--- config.mk ---
export PLATFORM = sky130hd
export DESIGN_NAME = vgm_command_stream_parser
export DESIGN_NICKNAME = d
export VERILOG_FILES = /design/src/rtl/vgmcsp_pkg.sv /design/src/rtl/vgm_command_stream_parser.sv
export SDC_FILE = /design/constraint.sdc
export NUM_CORES = 1
export LEC_CHECK = 0
export BUFFER_PORTS_ARGS = -buffer_cell sky130_fd_sc_hd__buf_2
export CAP_MARGIN = 30
export CORE_MARGIN = 10
export CORE_UTILIZATION = 40
export DETAILED_ROUTE_END_ITERATION = 6
export GPL_ROUTABILITY_DRIVEN = 1
export PLACE_DENSITY = 0.59
export SYNTH_ARGS = -nofsm -noshare
export SYNTH_HDL_FRONTEND = slang
export SYNTH_SLANG_ARGS = --single-unit
export TNS_END_PERCENT = 20
--- constraint.sdc ---
create_clock -name clk -period 8.7 [get_ports clk]
set_input_delay 0.435 -clock clk [delete_from_list [all_inputs] [get_ports clk]]
set_output_delay 0.435 -clock clk [all_outputs]
set_load 0.02 [all_outputs]
--- src/rtl/vgmcsp_pkg.sv ---
// Shared types, codes and helpers for the command stream parser.
// No dependencies; used by the top level and its checker.
`default_nettype none

package vgmcsp_pkg;

  // Result kinds
  localparam logic [2:0] KIND_WRITE  = 3'd0;
  localparam logic [2:0] KIND_PACKET = 3'd1;
  localparam logic [2:0] KIND_END    = 3'd2;
  localparam logic [2:0] KIND_LOOP   = 3'd3;
  localparam logic [2:0] KIND_ERROR  = 3'd4;

  // Configuration register indexes
  localparam int CFG_IDX_W = 2;
  localparam logic [CFG_IDX_W-1:0] CFG_CHIP_CMD  = 2'd0;
  localparam logic [CFG_IDX_W-1:0] CFG_LOOP_EN   = 2'd1;
  localparam logic [CFG_IDX_W-1:0] CFG_LOOP_OFS  = 2'd2;
  localparam logic [CFG_IDX_W-1:0] CFG_THRESHOLD = 2'd3;

  localparam logic [7:0]  RST_CHIP_CMD  = 8'd90;
  localparam logic [15:0] RST_THRESHOLD = 16'd50;

  // Stream commands
  localparam logic [7:0] CMD_END      = 8'h66;
  localparam logic [7:0] CMD_WAIT16   = 8'h61;
  localparam logic [7:0] CMD_WAIT_735 = 8'h62;
  localparam logic [7:0] CMD_WAIT_882 = 8'h63;
  localparam logic [7:0] CMD_BLOCK    = 8'h67;
  localparam logic [15:0] SAMPLES_735 = 16'd735;
  localparam logic [15:0] SAMPLES_882 = 16'd882;

  // Operand modes
  localparam logic [1:0] MODE_WAIT16 = 2'd0;
  localparam logic [1:0] MODE_CHIPW  = 2'd1;
  localparam logic [1:0] MODE_BLOCK  = 2'd2;
  localparam logic [1:0] MODE_SKIP   = 2'd3;

  // Operand positions
  localparam logic [2:0] OPIDX_IDLE   = 3'd0;
  localparam logic [2:0] OPIDX_FIRST  = 3'd1;
  localparam logic [2:0] OPIDX_SECOND = 3'd2;
  localparam logic [2:0] OPIDX_LEN_B0 = 3'd3;
  localparam logic [2:0] OPIDX_LEN_B1 = 3'd4;
  localparam logic [2:0] OPIDX_LEN_B2 = 3'd5;
  localparam logic [2:0] OPIDX_LEN_B3 = 3'd6;
  localparam logic [2:0] OPIDX_DATA   = 3'd7;

  localparam int RES_DEPTH = 4;

  typedef struct packed {
    logic [2:0]  kind;
    logic [7:0]  reg_addr;
    logic [7:0]  reg_data;
    logic [15:0] wait_value;
    logic        last;
  } res_t;

  // max(total/2 - 1, 1), saturated to 16 bits
  function automatic logic [15:0] packet_wait(input logic [31:0] total);
    logic [30:0] half;
    logic [15:0] res;
    half = total[31:1];
    if (half <= 31'd1) begin
      res = 16'd1;
    end else if (half > 31'h10000) begin
      res = 16'hffff;
    end else begin
      res = 16'(half - 31'd1);
    end
    return res;
  endfunction

endpackage

`default_nettype wire

--- src/rtl/vgm_command_stream_parser.sv ---
// Command stream parser: one byte in, up to two results out, with a short result queue.
// Depends on vgmcsp_pkg.
// Takes one stream byte per cycle when not stalled. A byte accepted on in_* lands in an input
// register and is decoded once the result queue has at least two free entries; its results
// (zero, one or two) are pushed into a four-entry result queue that drives out_*; each result
// passes the input register and the queue registers before it shows on out_*. Throughput is one
// byte per cycle while each byte gives at most one result and the output is drained; a byte that
// gives two results (register write plus packet mark, or loop mark plus a command result) pushes
// both into the queue at once; the input register stalls whenever fewer than two queue entries are
// free. After an end mark or an unknown-command error, bytes are still taken but give no results
// until reset. cfg_ready is always high; write configuration only while no byte is in flight.
`default_nettype none

module vgm_command_stream_parser
  import vgmcsp_pkg::*;
(
  input  wire logic                 clk,
  input  wire logic                 rst_n,
  input  wire logic                 in_tvalid,
  output      logic                 in_tready,
  input  wire logic [7:0]           in_tdata,   // [7:0] data_byte
  output      logic                 out_tvalid,
  input  wire logic                 out_tready,
  output      logic [31:0]          out_tdata,  // [7:0] reg_addr, [15:8] reg_data,
                                                // [31:16] wait_value
  output      logic [2:0]           out_tuser,  // [2:0] kind
  output      logic                 out_tlast,
  input  wire logic                 cfg_valid,
  output      logic                 cfg_ready,
  input  wire logic [CFG_IDX_W-1:0] cfg_index,
  input  wire logic [31:0]          cfg_data
);

  localparam int RES_QUEUE_DEPTH = RES_DEPTH;
  localparam int PTR_W = $clog2(RES_QUEUE_DEPTH);
  localparam int CNT_W = $clog2(RES_QUEUE_DEPTH + 1);

  // Configuration
  logic [7:0]  chip_command_r;
  logic        loop_enable_r;
  logic [31:0] loop_offset_r;
  logic [15:0] packet_threshold_r;

  // Input register
  logic        in_valid_r;
  logic [7:0]  in_byte_r;
  logic        proc_fire;

  // Parser state
  logic        finished_r,        finished_nxt;
  logic        loop_marked_r,     loop_marked_nxt;
  logic [7:0]  current_command_r, current_command_nxt;
  logic [1:0]  op_mode_r,         op_mode_nxt;
  logic [2:0]  operand_index_r,   operand_index_nxt;
  logic [31:0] skip_remaining_r,  skip_remaining_nxt;
  logic [31:0] block_length_r,    block_length_nxt;
  logic [31:0] wait_total_r,      wait_total_nxt;
  logic [31:0] byte_position_r,   byte_position_nxt;
  logic [7:0]  held_operand_r,    held_operand_nxt;

  logic [15:0] add_val;
  logic [31:0] sum;
  logic [31:0] blk_len;
  logic        do_complete;
  logic        is_write;
  logic        loop_v, main_v, pkt_v;
  res_t        main_res, pkt_res;
  res_t        r0, r1;
  logic        r0_v, r1_v;

  // Result queue
  res_t             res_mem [RES_QUEUE_DEPTH];
  logic [PTR_W-1:0] wr_ptr_r, rd_ptr_r;
  logic [CNT_W-1:0] count_r;
  logic [CNT_W-1:0] push_n;
  logic             pop;
  res_t             head;

  assign cfg_ready = 1'b1;

  always_ff @(posedge clk) begin
    if (!rst_n) begin
      chip_command_r     <= RST_CHIP_CMD;
      loop_enable_r      <= 1'b0;
      loop_offset_r      <= '0;
      packet_threshold_r <= RST_THRESHOLD;
    end else if (cfg_valid) begin
      unique case (cfg_index)
        CFG_CHIP_CMD:  chip_command_r     <= cfg_data[7:0];
        CFG_LOOP_EN:   loop_enable_r      <= cfg_data[0];
        CFG_LOOP_OFS:  loop_offset_r      <= cfg_data;
        CFG_THRESHOLD: packet_threshold_r <= cfg_data[15:0];
      endcase
    end
  end

  assign proc_fire = in_valid_r && (count_r <= CNT_W'(RES_QUEUE_DEPTH - 2));
  assign in_tready = !in_valid_r || proc_fire;

  always_ff @(posedge clk) begin
    if (!rst_n) begin
      in_valid_r <= 1'b0;
    end else if (in_tvalid && in_tready) begin
      in_valid_r <= 1'b1;
    end else if (proc_fire) begin
      in_valid_r <= 1'b0;
    end
  end

  always_ff @(posedge clk) begin
    if (in_tvalid && in_tready) begin
      in_byte_r <= in_tdata;
    end
  end

  always_comb begin
    finished_nxt        = finished_r;
    loop_marked_nxt     = loop_marked_r;
    current_command_nxt = current_command_r;
    op_mode_nxt         = op_mode_r;
    operand_index_nxt   = operand_index_r;
    skip_remaining_nxt  = skip_remaining_r;
    block_length_nxt    = block_length_r;
    wait_total_nxt      = wait_total_r;
    byte_position_nxt   = byte_position_r;
    held_operand_nxt    = held_operand_r;
    add_val     = '0;
    sum         = wait_total_r;
    blk_len     = block_length_r;
    do_complete = 1'b0;
    is_write    = 1'b0;
    loop_v      = 1'b0;
    main_v      = 1'b0;
    pkt_v       = 1'b0;
    main_res    = '0;
    pkt_res     = '0;

    if (proc_fire && !finished_r) begin
      byte_position_nxt = byte_position_r + 32'd1;
      if (operand_index_r == OPIDX_IDLE) begin
        if (loop_enable_r && !loop_marked_r && (byte_position_r >= loop_offset_r)) begin
          loop_v          = 1'b1;
          loop_marked_nxt = 1'b1;
        end
        priority if (in_byte_r == CMD_END) begin
          main_v              = 1'b1;
          main_res.kind       = KIND_END;
          main_res.wait_value = packet_wait(wait_total_r);
          wait_total_nxt      = '0;
          finished_nxt        = 1'b1;
        end else if (in_byte_r == CMD_WAIT16) begin
          current_command_nxt = in_byte_r;
          op_mode_nxt         = MODE_WAIT16;
          operand_index_nxt   = OPIDX_FIRST;
        end else if (in_byte_r[7:4] == 4'h7) begin
          add_val     = 16'(in_byte_r[3:0]) + 16'd1;
          do_complete = 1'b1;
        end else if (in_byte_r == CMD_WAIT_735) begin
          add_val     = SAMPLES_735;
          do_complete = 1'b1;
        end else if (in_byte_r == CMD_WAIT_882) begin
          add_val     = SAMPLES_882;
          do_complete = 1'b1;
        end else if (in_byte_r == chip_command_r) begin
          current_command_nxt = in_byte_r;
          op_mode_nxt         = MODE_CHIPW;
          operand_index_nxt   = OPIDX_FIRST;
        end else if (in_byte_r == CMD_BLOCK) begin
          current_command_nxt = in_byte_r;
          op_mode_nxt         = MODE_BLOCK;
          block_length_nxt    = '0;
          operand_index_nxt   = OPIDX_FIRST;
        end else if (in_byte_r[7:4] == 4'h8) begin
          add_val     = 16'(in_byte_r[3:0]);
          do_complete = 1'b1;
        end else if (in_byte_r[7:4] == 4'h3) begin
          current_command_nxt = in_byte_r;
          op_mode_nxt         = MODE_SKIP;
          skip_remaining_nxt  = 32'd1;
          operand_index_nxt   = OPIDX_FIRST;
        end else if ((in_byte_r[7:5] == 3'b010) || (in_byte_r[7:5] == 3'b101)) begin
          current_command_nxt = in_byte_r;
          op_mode_nxt         = MODE_SKIP;
          skip_remaining_nxt  = 32'd2;
          operand_index_nxt   = OPIDX_FIRST;
        end else if (in_byte_r[7:5] == 3'b110) begin
          current_command_nxt = in_byte_r;
          op_mode_nxt         = MODE_SKIP;
          skip_remaining_nxt  = 32'd3;
          operand_index_nxt   = OPIDX_FIRST;
        end else if (in_byte_r[7:5] == 3'b111) begin
          current_command_nxt = in_byte_r;
          op_mode_nxt         = MODE_SKIP;
          skip_remaining_nxt  = 32'd4;
          operand_index_nxt   = OPIDX_FIRST;
        end else begin
          main_v        = 1'b1;
          main_res.kind = KIND_ERROR;
          finished_nxt  = 1'b1;
        end
      end else begin
        unique case (op_mode_r)
          MODE_WAIT16: begin
            if (operand_index_r == OPIDX_FIRST) begin
              held_operand_nxt  = in_byte_r;
              operand_index_nxt = OPIDX_SECOND;
            end else begin
              add_val     = {in_byte_r, held_operand_r};
              do_complete = 1'b1;
            end
          end
          MODE_CHIPW: begin
            if (operand_index_r == OPIDX_FIRST) begin
              held_operand_nxt  = in_byte_r;
              operand_index_nxt = OPIDX_SECOND;
            end else begin
              is_write          = 1'b1;
              main_v            = 1'b1;
              main_res.kind     = KIND_WRITE;
              main_res.reg_addr = held_operand_r;
              main_res.reg_data = in_byte_r;
              do_complete       = 1'b1;
            end
          end
          MODE_BLOCK: begin
            if (operand_index_r != OPIDX_DATA) begin
              unique case (operand_index_r)
                OPIDX_LEN_B0: blk_len[7:0]   = blk_len[7:0]   | in_byte_r;
                OPIDX_LEN_B1: blk_len[15:8]  = blk_len[15:8]  | in_byte_r;
                OPIDX_LEN_B2: blk_len[23:16] = blk_len[23:16] | in_byte_r;
                OPIDX_LEN_B3: blk_len[31:24] = blk_len[31:24] | in_byte_r;
                default: ;
              endcase
              block_length_nxt = blk_len;
              if (operand_index_r == OPIDX_LEN_B3) begin
                if (blk_len == '0) begin
                  do_complete = 1'b1;
                end else begin
                  skip_remaining_nxt = blk_len;
                  operand_index_nxt  = OPIDX_DATA;
                end
              end else begin
                operand_index_nxt = operand_index_r + 3'd1;
              end
            end else if (skip_remaining_r <= 32'd1) begin
              do_complete = 1'b1;
            end else begin
              skip_remaining_nxt = skip_remaining_r - 32'd1;
            end
          end
          MODE_SKIP: begin
            if (skip_remaining_r <= 32'd1) begin
              do_complete = 1'b1;
            end else begin
              skip_remaining_nxt = skip_remaining_r - 32'd1;
            end
          end
        endcase
      end

      sum = wait_total_r + 32'(add_val);
      if (do_complete) begin
        operand_index_nxt  = OPIDX_IDLE;
        skip_remaining_nxt = '0;
        if (sum >= 32'(packet_threshold_r)) begin
          wait_total_nxt = '0;
          if (is_write) begin
            pkt_v              = 1'b1;
            pkt_res.kind       = KIND_PACKET;
            pkt_res.wait_value = packet_wait(sum);
          end else begin
            main_v              = 1'b1;
            main_res.kind       = KIND_PACKET;
            main_res.wait_value = packet_wait(sum);
          end
        end else begin
          wait_total_nxt = sum;
        end
      end
    end
  end

  always_comb begin
    r0      = '0;
    r1      = '0;
    r0_v    = loop_v || main_v;
    r1_v    = loop_v ? main_v : pkt_v;
    if (loop_v) begin
      r0.kind = KIND_LOOP;
      r1      = main_res;
    end else begin
      r0 = main_res;
      r1 = pkt_res;
    end
    r0.last = !r1_v;
    r1.last = 1'b1;
  end

  always_ff @(posedge clk) begin
    if (!rst_n) begin
      finished_r        <= 1'b0;
      loop_marked_r     <= 1'b0;
      current_command_r <= '0;
      op_mode_r         <= MODE_WAIT16;
      operand_index_r   <= OPIDX_IDLE;
      skip_remaining_r  <= '0;
      block_length_r    <= '0;
      wait_total_r      <= '0;
      byte_position_r   <= '0;
      held_operand_r    <= '0;
    end else begin
      finished_r        <= finished_nxt;
      loop_marked_r     <= loop_marked_nxt;
      current_command_r <= current_command_nxt;
      op_mode_r         <= op_mode_nxt;
      operand_index_r   <= operand_index_nxt;
      skip_remaining_r  <= skip_remaining_nxt;
      block_length_r    <= block_length_nxt;
      wait_total_r      <= wait_total_nxt;
      byte_position_r   <= byte_position_nxt;
      held_operand_r    <= held_operand_nxt;
    end
  end

  // Result queue
  assign push_n = CNT_W'(r0_v) + CNT_W'(r1_v);
  assign pop    = out_tvalid && out_tready;

  always_ff @(posedge clk) begin
    if (r0_v) begin
      res_mem[wr_ptr_r] <= r0;
    end
    if (r1_v) begin
      res_mem[wr_ptr_r + PTR_W'(1)] <= r1;
    end
  end

  always_ff @(posedge clk) begin
    if (!rst_n) begin
      wr_ptr_r <= '0;
      rd_ptr_r <= '0;
      count_r  <= '0;
    end else begin
      wr_ptr_r <= wr_ptr_r + PTR_W'(push_n);
      rd_ptr_r <= rd_ptr_r + PTR_W'(pop);
      count_r  <= count_r + push_n - CNT_W'(pop);
    end
  end

  assign head       = res_mem[rd_ptr_r];
  assign out_tvalid = (count_r != '0);
  assign out_tdata  = {head.wait_value, head.reg_data, head.reg_addr};
  assign out_tuser  = head.kind;
  assign out_tlast  = head.last;

endmodule

`default_nettype wire

==> results of run 1 <==
==> logic make-up after synthesis <==
family / after synthesis / synth area share (%)
AO/OA/AOI/OAI: 571 / 19.5
XOR/XNOR: 90 / 3.82
adder cells (fa/ha/maj): 87 / 5.29
buffers and inverters: 237 / 4.66
flip-flops: 360 / 41.7
multiplexers: 65 / 5.30
other: 1 / 0.0180
AND/OR/NAND/NOR: 829 / 19.7
==> path summary, 6_finish.rpt <==
| check | end | slack [ns] | depth (start not counted) |
|---|---|---|---|
| max | count_r[2]$_SDFF_PN0_ | 0.77 | 34 |
| min | in_byte_r[5]$_DFFE_PP_ | 0.06 | 1 |
| max reg2reg | count_r[2]$_SDFF_PN0_ | 0.77 | 34 |
| min reg2reg | loop_offset_r[18]$_SDFFE_PN0P_ | 0.46 | 2 |
==> per-layer routing <==
metal  vias to the layer above  global-route usage [%]
li1                       8246                       -
met1                      8286                    26.1
met2                       526                    31.1
met3                        83                    3.73
met4                         6                    3.65
met5                         -                       0
==> flip-flops by register name, summed over array words and instances, names as in the netlist <==
signal and flops:
res_mem 144, in_valid_r 1, held_operand_r 8, finished_r 1
skip_remaining_r 32, count_r 3, wait_total_r 32, packet_threshold_r 16
in_byte_r 8, loop_enable_r 1, loop_offset_r 32, op_mode_r 2
chip_command_r 8, rd_ptr_r 2, loop_marked_r 1, wr_ptr_r 2
byte_position_r 32, block_length_r 32, operand_index_r 3
==> power by group through the flow <==
stage	Combinational, µW	Sequential [µW]	Clock [µW]
2_1_floorplan	778	1870	0
3_5_place_dp	1060	1900	0
4_1_cts	1070	1870	1840
5_1_grt	1150	1880	1910
3_3_place_gp	1050	1900	0
6_report	1060	1870	1800
==> stage by stage <==
| step | cells | hold WS [ns] | area, µm² | worst slack (ns) | util [%] |
|---|---|---|---|---|---|
| after floorplan | 2240 | 0.428 | 20900 | 1.38 | - |
| after global placement | 2896 | 0.447 | 21800 | 0.902 | 42.3 |
| after detailed placement | 2897 | 0.458 | 21800 | 0.671 | 42.3 |
| after CTS | 2974 | 0.0318 | 23200 | 0.653 | 45.1 |
| after global routing | 2977 | 0.0277 | 23200 | 0.109 | 45.1 |
| final | 2977 | 0.0590 | 23200 | 0.772 | 45.1 |
==> what timing repair did <==
| action | CTS | global route |
|---|---|---|
| setup endpoints to repair | 0 | 1 |
| setup buffers | 0 | 0 |
| gates resized for setup | 0 | 1 |
==> synth_stat cells, types with 11 or more instances <==
cell | n | area, µm²
nor2b_1 | 52 | 325
o2bb2ai_1 | 27 | 236
dfxtp_1 | 212 | 4240
mux2i_1 | 26 | 260
and2_1 | 58 | 363
a22oi_1 | 27 | 203
nor2_1 | 208 | 781
nand4_1 | 26 | 163
o211ai_1 | 16 | 120
o221a_2 | 15 | 169
o22ai_1 | 48 | 300
nor4_1 | 30 | 188
nor3_1 | 43 | 215
nand2b_1 | 11 | 68.8
edfxtp_1 | 148 | 4440
buf_2 | 30 | 150
a21boi_0 | 66 | 495
a21o_1 | 32 | 240
xor2_1 | 29 | 254
a211oi_1 | 26 | 195
a21oi_1 | 123 | 616
xnor2_1 | 60 | 526
nand3_1 | 33 | 165
ha_1 | 85 | 1060
nand2_1 | 246 | 923
a31oi_1 | 16 | 100
o21a_1 | 14 | 105
inv_1 | 90 | 338
and3_1 | 40 | 250
mux4_2 | 36 | 811
or3_1 | 19 | 119
clkbuf_1 | 98 | 368
o21ai_0 | 52 | 260
==> layout make-up <==
cell class	instances	area [µm²]	area share [%]
clock inverter	26	314	1.35
antenna	3	7.51	0.0323
clock buffer	51	1100	4.75
multi-input combinational	1643	11200	48.2
tap	680	851	3.66
sequential	360	8690	37.4
inverter	91	342	1.47
timing repair buffer	123	728	3.13
==> results_dict.tcl, run 1 <==
set metrics [dict create \
    wl_mm 59.8 \
    wl_met3_mm 3.92 \
    syn_to_final_growth_pct 11.5 \
    rsz0062_at_grt "false" \
    hold_viol_final 0 \
    worstSetupPathType "flip-flop to flip-flop" \
    die_height_um 248 \
    dieWidth_um 248 \
    grt_pass1_wl_mm 94.8 \
    finalPower_uw 4730 \
    clock_path_buffers 3 \
    synthArstFlopShare_pct 0 \
    drc_errors 0 \
    num_vias 17100 \
    synthCells 2240 \
    drv_cap 0 \
    fin_nets 2395 \
    maxSlewViolCount 0 \
    fin_crit_sh_pct 91.1 \
    hold_path.class "primary input to flip-flop" \
    internal-power_uw 3280 \
    gp_congestion 0.895 \
    cts_sinks 360 \
    met1_length_mm 27.2 \
    drive_gt1_share_pct 12.8 \
    worstSetupStartpointType "flip-flop" \
    antenna_found_initial 6 \
    drtAntennaViolNets 0 \
    status "complete, no violations" \
    cp.arrival_ns 8.41 \
    setup-violations-final 0 \
    synth-edff-count 148 \
    max_freq_ghz 0.126 \
    synth_warnings 0 \
    fill_cells 4960 \
    most-common-layout-cells "nand2_1, dfxtp_1, nor2_1" \
    dr_wl_met2_mm 27.7 \
    port-buffer-count 84 \
    p_clk_share_pct 38.1 \
    net-switching-power_uw 1450 \
    slowest_stage "o311ai_4" \
    p_leak_uw 0.00849 \
    skew_ns 0.0273 \
    drt_iter0_drc 1437 \
    min_period_ns 7.93 \
    ys.flop_type "dfxtp_1" \
    crit_path_end_kind "flip-flop" \
    cp_top_family "compound AO/OA/AOI/OAI gates" \
    worst_pin_slew_ns 0.998 \
    ir_drop_v 0.000162 \
    cp.required_ns 9.18 \
    netlist_area_um2 20800 \
    tns_ns 0 \
    wire_per_inst_um 20.1 \
    cts-root-buf "clkbuf_16" \
    synth_fp_nets 2374 \
    htree_levels 2 \
    tritoncts "done" \
    p_sw_share_pct 30.7 \
    clkTransAtPathRegs_ns 0.06 \
    core_um2 51500 \
    cp_slowest_stage_delay_ns 0.54 \
    grt.total_usage_pct 19.1 \
    avgSynthCellArea_um2 9.31 \
    worstSkewPairLatency_ns 0.59 \
    first_pass_iters 5 \
    power_density_nw_per_um2 203 \
    cp_max_fo 16 \
    grt-ovfl-total 0 \
    path_buf_inv 6 \
    ys_seq_elements 360 \
    ys_seq_area_share_pct 41.7 \
    die_area_um2 61700 \
    first_global_vias 16800 \
    layout_commonest_cell "nand2_1" \
    p_seq_share_pct 39.5 \
    dpl.hpwl_mm 42.6 \
    boundaryPins 86 \
    yosysUniqueCellTypes 97 \
    top_layer "met5" \
    crit_path_frequent_cell "ha_1" \
    min_from "in_tdata[5]" \
    regToRegStartpoint "in_byte_r[0]$_DFFE_PP_" \
    holdBufCountCts 0 \
    fp-row-count 83 \
    critPathLaunch "in_byte_r[0]$_DFFE_PP_" \
    start_util_pct 40.5 \
    relSlewSlack_pct 32.9 \
    via_per_inst 5.76 \
    pwr-share-comb_pct 22.4 \
    numCtsBuffers 42 \
    grt_max_degree 73 \
]
Note: power is estimated with default switching activity, not from simulation.
==> run 2, diff against run 1 <==
- BUFFER_PORTS_ARGS: -buffer_cell sky130_fd_sc_hd__buf_2 -> not set
- CTS_CLUSTER_SIZE: not set -> 8
- DONT_BUFFER_PORTS: not set -> 1
- PLACE_DENSITY: 0.59 -> 0.57
==> run 2 against run 1 <==
Sequential share of layout area decreased by 0.15 points. Setup slack got worse by 0.11 ns. Final area increased by 0.42%. Sequential cell count unchanged. Clock-buffer cell count increased by 28. Cell count decreased by 1.0%. Critical path depth decreased by 1. First-iteration DRC count increased by 0.56%.
==> results_dict.tcl, run 2 (synthesis gave the netlist of run 1 again) <==
set metrics [dict create \
    pwr-share-comb_pct 21.6 \
    tns_ns 0 \
    status "complete, no violations" \
    boundaryPins 86 \
    numCtsBuffers 51 \
    first_global_vias 16700 \
    drt_iter0_drc 1445 \
    largest_register_ffs 144 \
    grt.total_usage_pct 20.0 \
    cts-root-buf "clkbuf_16" \
    critPathLaunch "in_byte_r[0]$_DFFE_PP_" \
    fin_crit_sh_pct 92.4 \
    grt_pass1_wl_mm 98.0 \
    grt_max_degree 110 \
    worstSetupStartpointType "flip-flop" \
    die_height_um 248 \
    p_seq_share_pct 39.5 \
    regToRegStartpoint "in_byte_r[0]$_DFFE_PP_" \
    gp_congestion 0.928 \
    cts_resized 0 \
    rrSetupSlack_ns 0.66 \
    power_density_nw_per_um2 202 \
    fin_cells 2947 \
    num_vias 17200 \
    min_from "cfg_data[5]" \
    cp_slowest_stage_delay_ns 0.54 \
    placed_cells 2811 \
    setup-violations-final 0 \
    cts_sinks 360 \
    min_period_ns 8.04 \
    whs_path_depth 2 \
    max_freq_ghz 0.124 \
    path_buf_inv 4 \
    p_clk_share_pct 38.9 \
    r2r_end "count_r[2]$_SDFF_PN0_" \
    start_util_pct 40.5 \
    cp.arrival_ns 8.53 \
    via_per_inst 5.83 \
    dieWidth_um 248 \
    cp.required_ns 9.19 \
    clkTransAtPathRegs_ns 0.06 \
    slowest_stage "edfxtp_1" \
    crit_path_frequent_cell "ha_1" \
    drv_cap 0 \
    dpl.hpwl_mm 42.6 \
    die_area_um2 61700 \
    antenna_found_initial 4 \
    p_leak_uw 0.00838 \
    hold_path.class "primary input to flip-flop" \
    worstSetupPathType "flip-flop to flip-flop" \
    net-switching-power_uw 1450 \
    layout_commonest_cell "nand2_1" \
    p_sw_share_pct 30.8 \
    clock_path_buffers 3 \
    fin_nets 2367 \
    final_util_pct 45.3 \
    port-buffer-count 0 \
    regMostFlops "res_mem" \
    skew_ns 0.0295 \
    crit_end "count_r[2]$_SDFF_PN0_" \
    core_um2 51500 \
    cp_max_fo 8 \
    ff2ff_path_depth 33 \
    rsz0062_at_grt "false" \
    wl_mm 62.4 \
    crit_cells 33 \
    tritoncts "done" \
    syn_to_final_growth_pct 12.0 \
    grt-ovfl-total 0 \
    relSlewSlack_pct 31.8 \
    first_pass_iters 7 \
    cp_top_family "compound AO/OA/AOI/OAI gates" \
    internal-power_uw 3270 \
    drtAntennaViolNets 0 \
    drive_gt1_share_pct 8.75 \
    fp-row-count 83 \
    crit_path_end_kind "flip-flop" \
    most-common-layout-cells "nand2_1, dfxtp_1, nor2_1" \
    worst_pin_slew_ns 1.02 \
    htree_levels 2 \
    ir_drop_v 0.000144 \
    drc_errors 0 \
    wire_per_inst_um 21.2 \
    maxSlewViolCount 0 \
    hold_viol_final 0 \
    worstSkewPairLatency_ns 0.61 \
]
-- run 2: changes by cell type in the layout (fill, tap and decap cells not counted), sizes merged --
cell         previous run  this run
clkbuf                 51        79
diode                   3         4
clkinvlp                2         0
clkinv                 19         2
inv                    91        93
bufinv                  5         0
buf                   123        39
dlygate4sd3             0        47
-- run 2: layout make-up --
type / count / area [µm²]
flip-flops and latches: 360 / 8690
repair buffers: 86 / 813
clock buffers: 79 / 1380
diodes: 4 / 10.0
fillers: 4969 / 28200
multi-input cells: 1643 / 11200
clock inverters: 4 / 53.8
well taps: 680 / 851
inverters: 91 / 342
-- run 2: per-stage QoR --
stage | hold slack (ns) | setup slack, ns | area [µm²] | power, µW
5_1_grt | 0.0258 | 0.0136 | 23300 | 4920
3_5_place_dp | 0.458 | 0.754 | 21400 | 2880
3_3_place_gp | 0.449 | 0.999 | 21300 | 2860
4_1_cts | 0.00000422 | 0.715 | 23300 | 4760
6_report | 0.0306 | 0.664 | 23300 | 4720
2_1_floorplan | 0.428 | 1.38 | 20900 | 2650
-- run 2: power by group through the flow --
stage / combinational (µW) / clock, µW / sequential [µW]
floorplan: 778 / 0 / 1870
CTS: 1020 / 1870 / 1860
detailed placement: 983 / 0 / 1900
finish: 1020 / 1830 / 1860
global route: 1110 / 1940 / 1870
global placement: 957 / 0 / 1900
-- run 2: per-layer routing --
| metal | GRT usage [%] | part of all wire [%] | vias up |
|---|---|---|---|
| li1 | - | - | 8177 |
| met1 | 26.9 | 45 | 8373 |
| met2 | 32.5 | 47 | 557 |
| met3 | 3.50 | 6.5 | 68 |
| met4 | 5.13 | 1.6 | 0 |
| met5 | 0 | 0 | - |
-- run 2: timing repair --
item                      CTS  global route
buffers inserted            0             0
hold buffers               48             0
hold endpoints to repair  142             0
-- run 2: how the worst min path moves through the flow --
stage,to
CTS,chip_command_r[5]$_SDFFE_PN0P_
detailed placement,loop_offset_r[23]$_SDFFE_PN0P_
global route,chip_command_r[5]$_SDFFE_PN0P_
finish,chip_command_r[5]$_SDFFE_PN0P_
global placement,res_mem[3][0]$_SDFFE_PP1N_
floorplan,res_mem[3][0]$_SDFFE_PP1N_
==> run 3, diff against run 2 <==
- CORE_UTILIZATION: 40 -> 30
- PLACE_DENSITY: 0.57 -> 0.47
- clock period: 8.7 -> 7.8 ns (I/O delays scaled with it)
==> run 3 against run 2 <==
Global-route usage is 4.2 points lower. Highest routed layer is now met5. Total power is 14% higher. Sequential power is 12% higher.
==> results_dict.tcl, run 3 (synthesis gave the netlist of run 1 again) <==
set metrics [dict create \
    drive_gt1_share_pct 10.0 \
    rsz0062_at_grt "false" \
    slowest_stage "edfxtp_1" \
    post_dp_cell_area_um2 21900 \
    wl_mm 65.7 \
    p_clk_share_pct 39.8 \
    fp-row-count 96 \
    num_vias 17200 \
    pwr-share-comb_pct 21.4 \
    maxSlewViolCount 0 \
    port-buffer-count 0 \
    finalPower_uw 5380 \
    worstSetupPathType "flip-flop to flip-flop" \
    grt_max_degree 175 \
    tns_ns 0 \
    grt.total_usage_pct 15.7 \
    die_height_um 284 \
    fin_nets 2393 \
    fin_area_um2 23900 \
    crit_end "count_r[2]$_SDFF_PN0_" \
    hold_viol_final 0 \
    fin_cells 3228 \
    crit_path_end_kind "flip-flop" \
    most-common-layout-cells "nand2_1, dfxtp_1, nor2_1" \
    cts_sinks 360 \
    p_leak_uw 0.00853 \
    hold_path.class "primary input to flip-flop" \
    via_per_inst 5.32 \
    rrSetupSlack_ns 0.60 \
    numCtsBuffers 52 \
    layout_commonest_cell "nand2_1" \
    skew_ns 0.0307 \
    first_pass_iters 5 \
    grt_pass1_wl_mm 102 \
    cp.required_ns 8.29 \
    antenna_found_initial 11 \
    cp.arrival_ns 7.70 \
    htree_levels 2 \
    cp_max_fo 9 \
    fin_crit_sh_pct 92.4 \
    min_from "cfg_valid" \
    dpl.hpwl_mm 46.1 \
    first_global_vias 17000 \
    regMostFlops "res_mem" \
    ir_drop_v 0.000165 \
    net-switching-power_uw 1660 \
    drt_iter0_drc 1172 \
    p_sw_share_pct 30.9 \
    min_period_ns 7.20 \
    r2r_end "count_r[2]$_SDFF_PN0_" \
    die_area_um2 80400 \
    core_um2 68700 \
    crit_path_frequent_cell "ha_1" \
    start_util_pct 30.3 \
    boundaryPins 86 \
    internal-power_uw 3720 \
    wire_per_inst_um 20.3 \
    dieWidth_um 284 \
    clock_path_buffers 3 \
    largest_register_ffs 144 \
    cp_slowest_stage_delay_ns 0.49 \
    cts-root-buf "clkbuf_16" \
    ff2ff_path_depth 32 \
    worstSkewPairLatency_ns 0.61 \
    critPathLaunch "in_byte_r[0]$_DFFE_PP_" \
    placed_cells 3085 \
    fin_hold_ws_ns 0.0759 \
    power_density_nw_per_um2 225 \
    drtAntennaViolNets 0 \
    clkTransAtPathRegs_ns 0.05 \
    syn_to_final_growth_pct 14.8 \
    worst_pin_slew_ns 1.02 \
    relSlewSlack_pct 32.0 \
    max_freq_ghz 0.139 \
    p_seq_share_pct 38.8 \
    drc_errors 0 \
    grt-ovfl-total 0 \
    status "complete, no violations" \
    setup-violations-final 0 \
    regToRegStartpoint "in_byte_r[0]$_DFFE_PP_" \
    drv_cap 0 \
    gp_congestion 0.876 \
    worstSetupStartpointType "flip-flop" \
    tritoncts "done" \
]
## run 3: layout make-up
type                       instances  area, µm²
clock inverter                     6        106
sequential                       360       8690
antenna                            7       17.5
timing repair buffer             111        991
fill                            7108      44800
inverter                          91        342
tap                              931       1160
multi-input combinational       1643      11200
clock buffer                      79       1410
## run 3: per-layer routing
| layer | GRT usage [%] | vias to the layer above | wire length (µm) |
|---|---|---|---|
| met4 | 3.67 | 8 | 1180 |
| met3 | 3.31 | 88 | 3770 |
| met1 | 20.9 | 8383 | 30000 |
| li1 | - | 8262 | - |
| met2 | 25.9 | 432 | 30600 |
| met5 | 0 | - | 48 |
## run 3: what timing repair did
action,CTS,global route
setup endpoints to repair,0,1
endpoints found under the hold margin,182,0
buffers inserted,0,4
hold buffers,47,0
gates resized for setup,0,1
## run 3: critical path, delay by kind of cell, from the launching register on
family                   cells  cell delay (ns)
flip-flops                   1             0.49
AND/OR/NAND/NOR              4             0.62
XOR/XNOR                     3             0.58
AO/OA/AOI/OAI               13             2.85
buffers and inverters        5             0.47
adder cells (fa/ha/maj)      7             2.08
## run 3: stage by stage
stage               util, %  setup WS [ns]
floorplan                 -          0.475
detailed placement     31.8          0.363
finish                 34.8          0.595
global route           34.8         0.0595
CTS                    34.8          0.343
global placement       31.8          0.481
## run 3: how the worst min path moves through the flow
stage                                            end  cells after the start
after floorplan           res_mem[3][0]$_SDFFE_PP1N_                      2
after CTS                 loop_enable_r$_SDFFE_PN0P_                      3
final                     loop_enable_r$_SDFFE_PN0P_                      3
after global routing      loop_enable_r$_SDFFE_PN0P_                      3
after detailed placement  res_mem[3][0]$_SDFFE_PP1N_                      2
after global placement    res_mem[3][0]$_SDFFE_PP1N_                      2
## run 3: power by group through the flow
stage | logic [µW] | registers, µW | clock network, µW
after floorplan | 868 | 2080 | 0
after CTS | 1170 | 2090 | 2200
after detailed placement | 1130 | 2130 | 0
after global placement | 1110 | 2140 | 0
after global routing | 1270 | 2100 | 2280
final | 1150 | 2090 | 2140
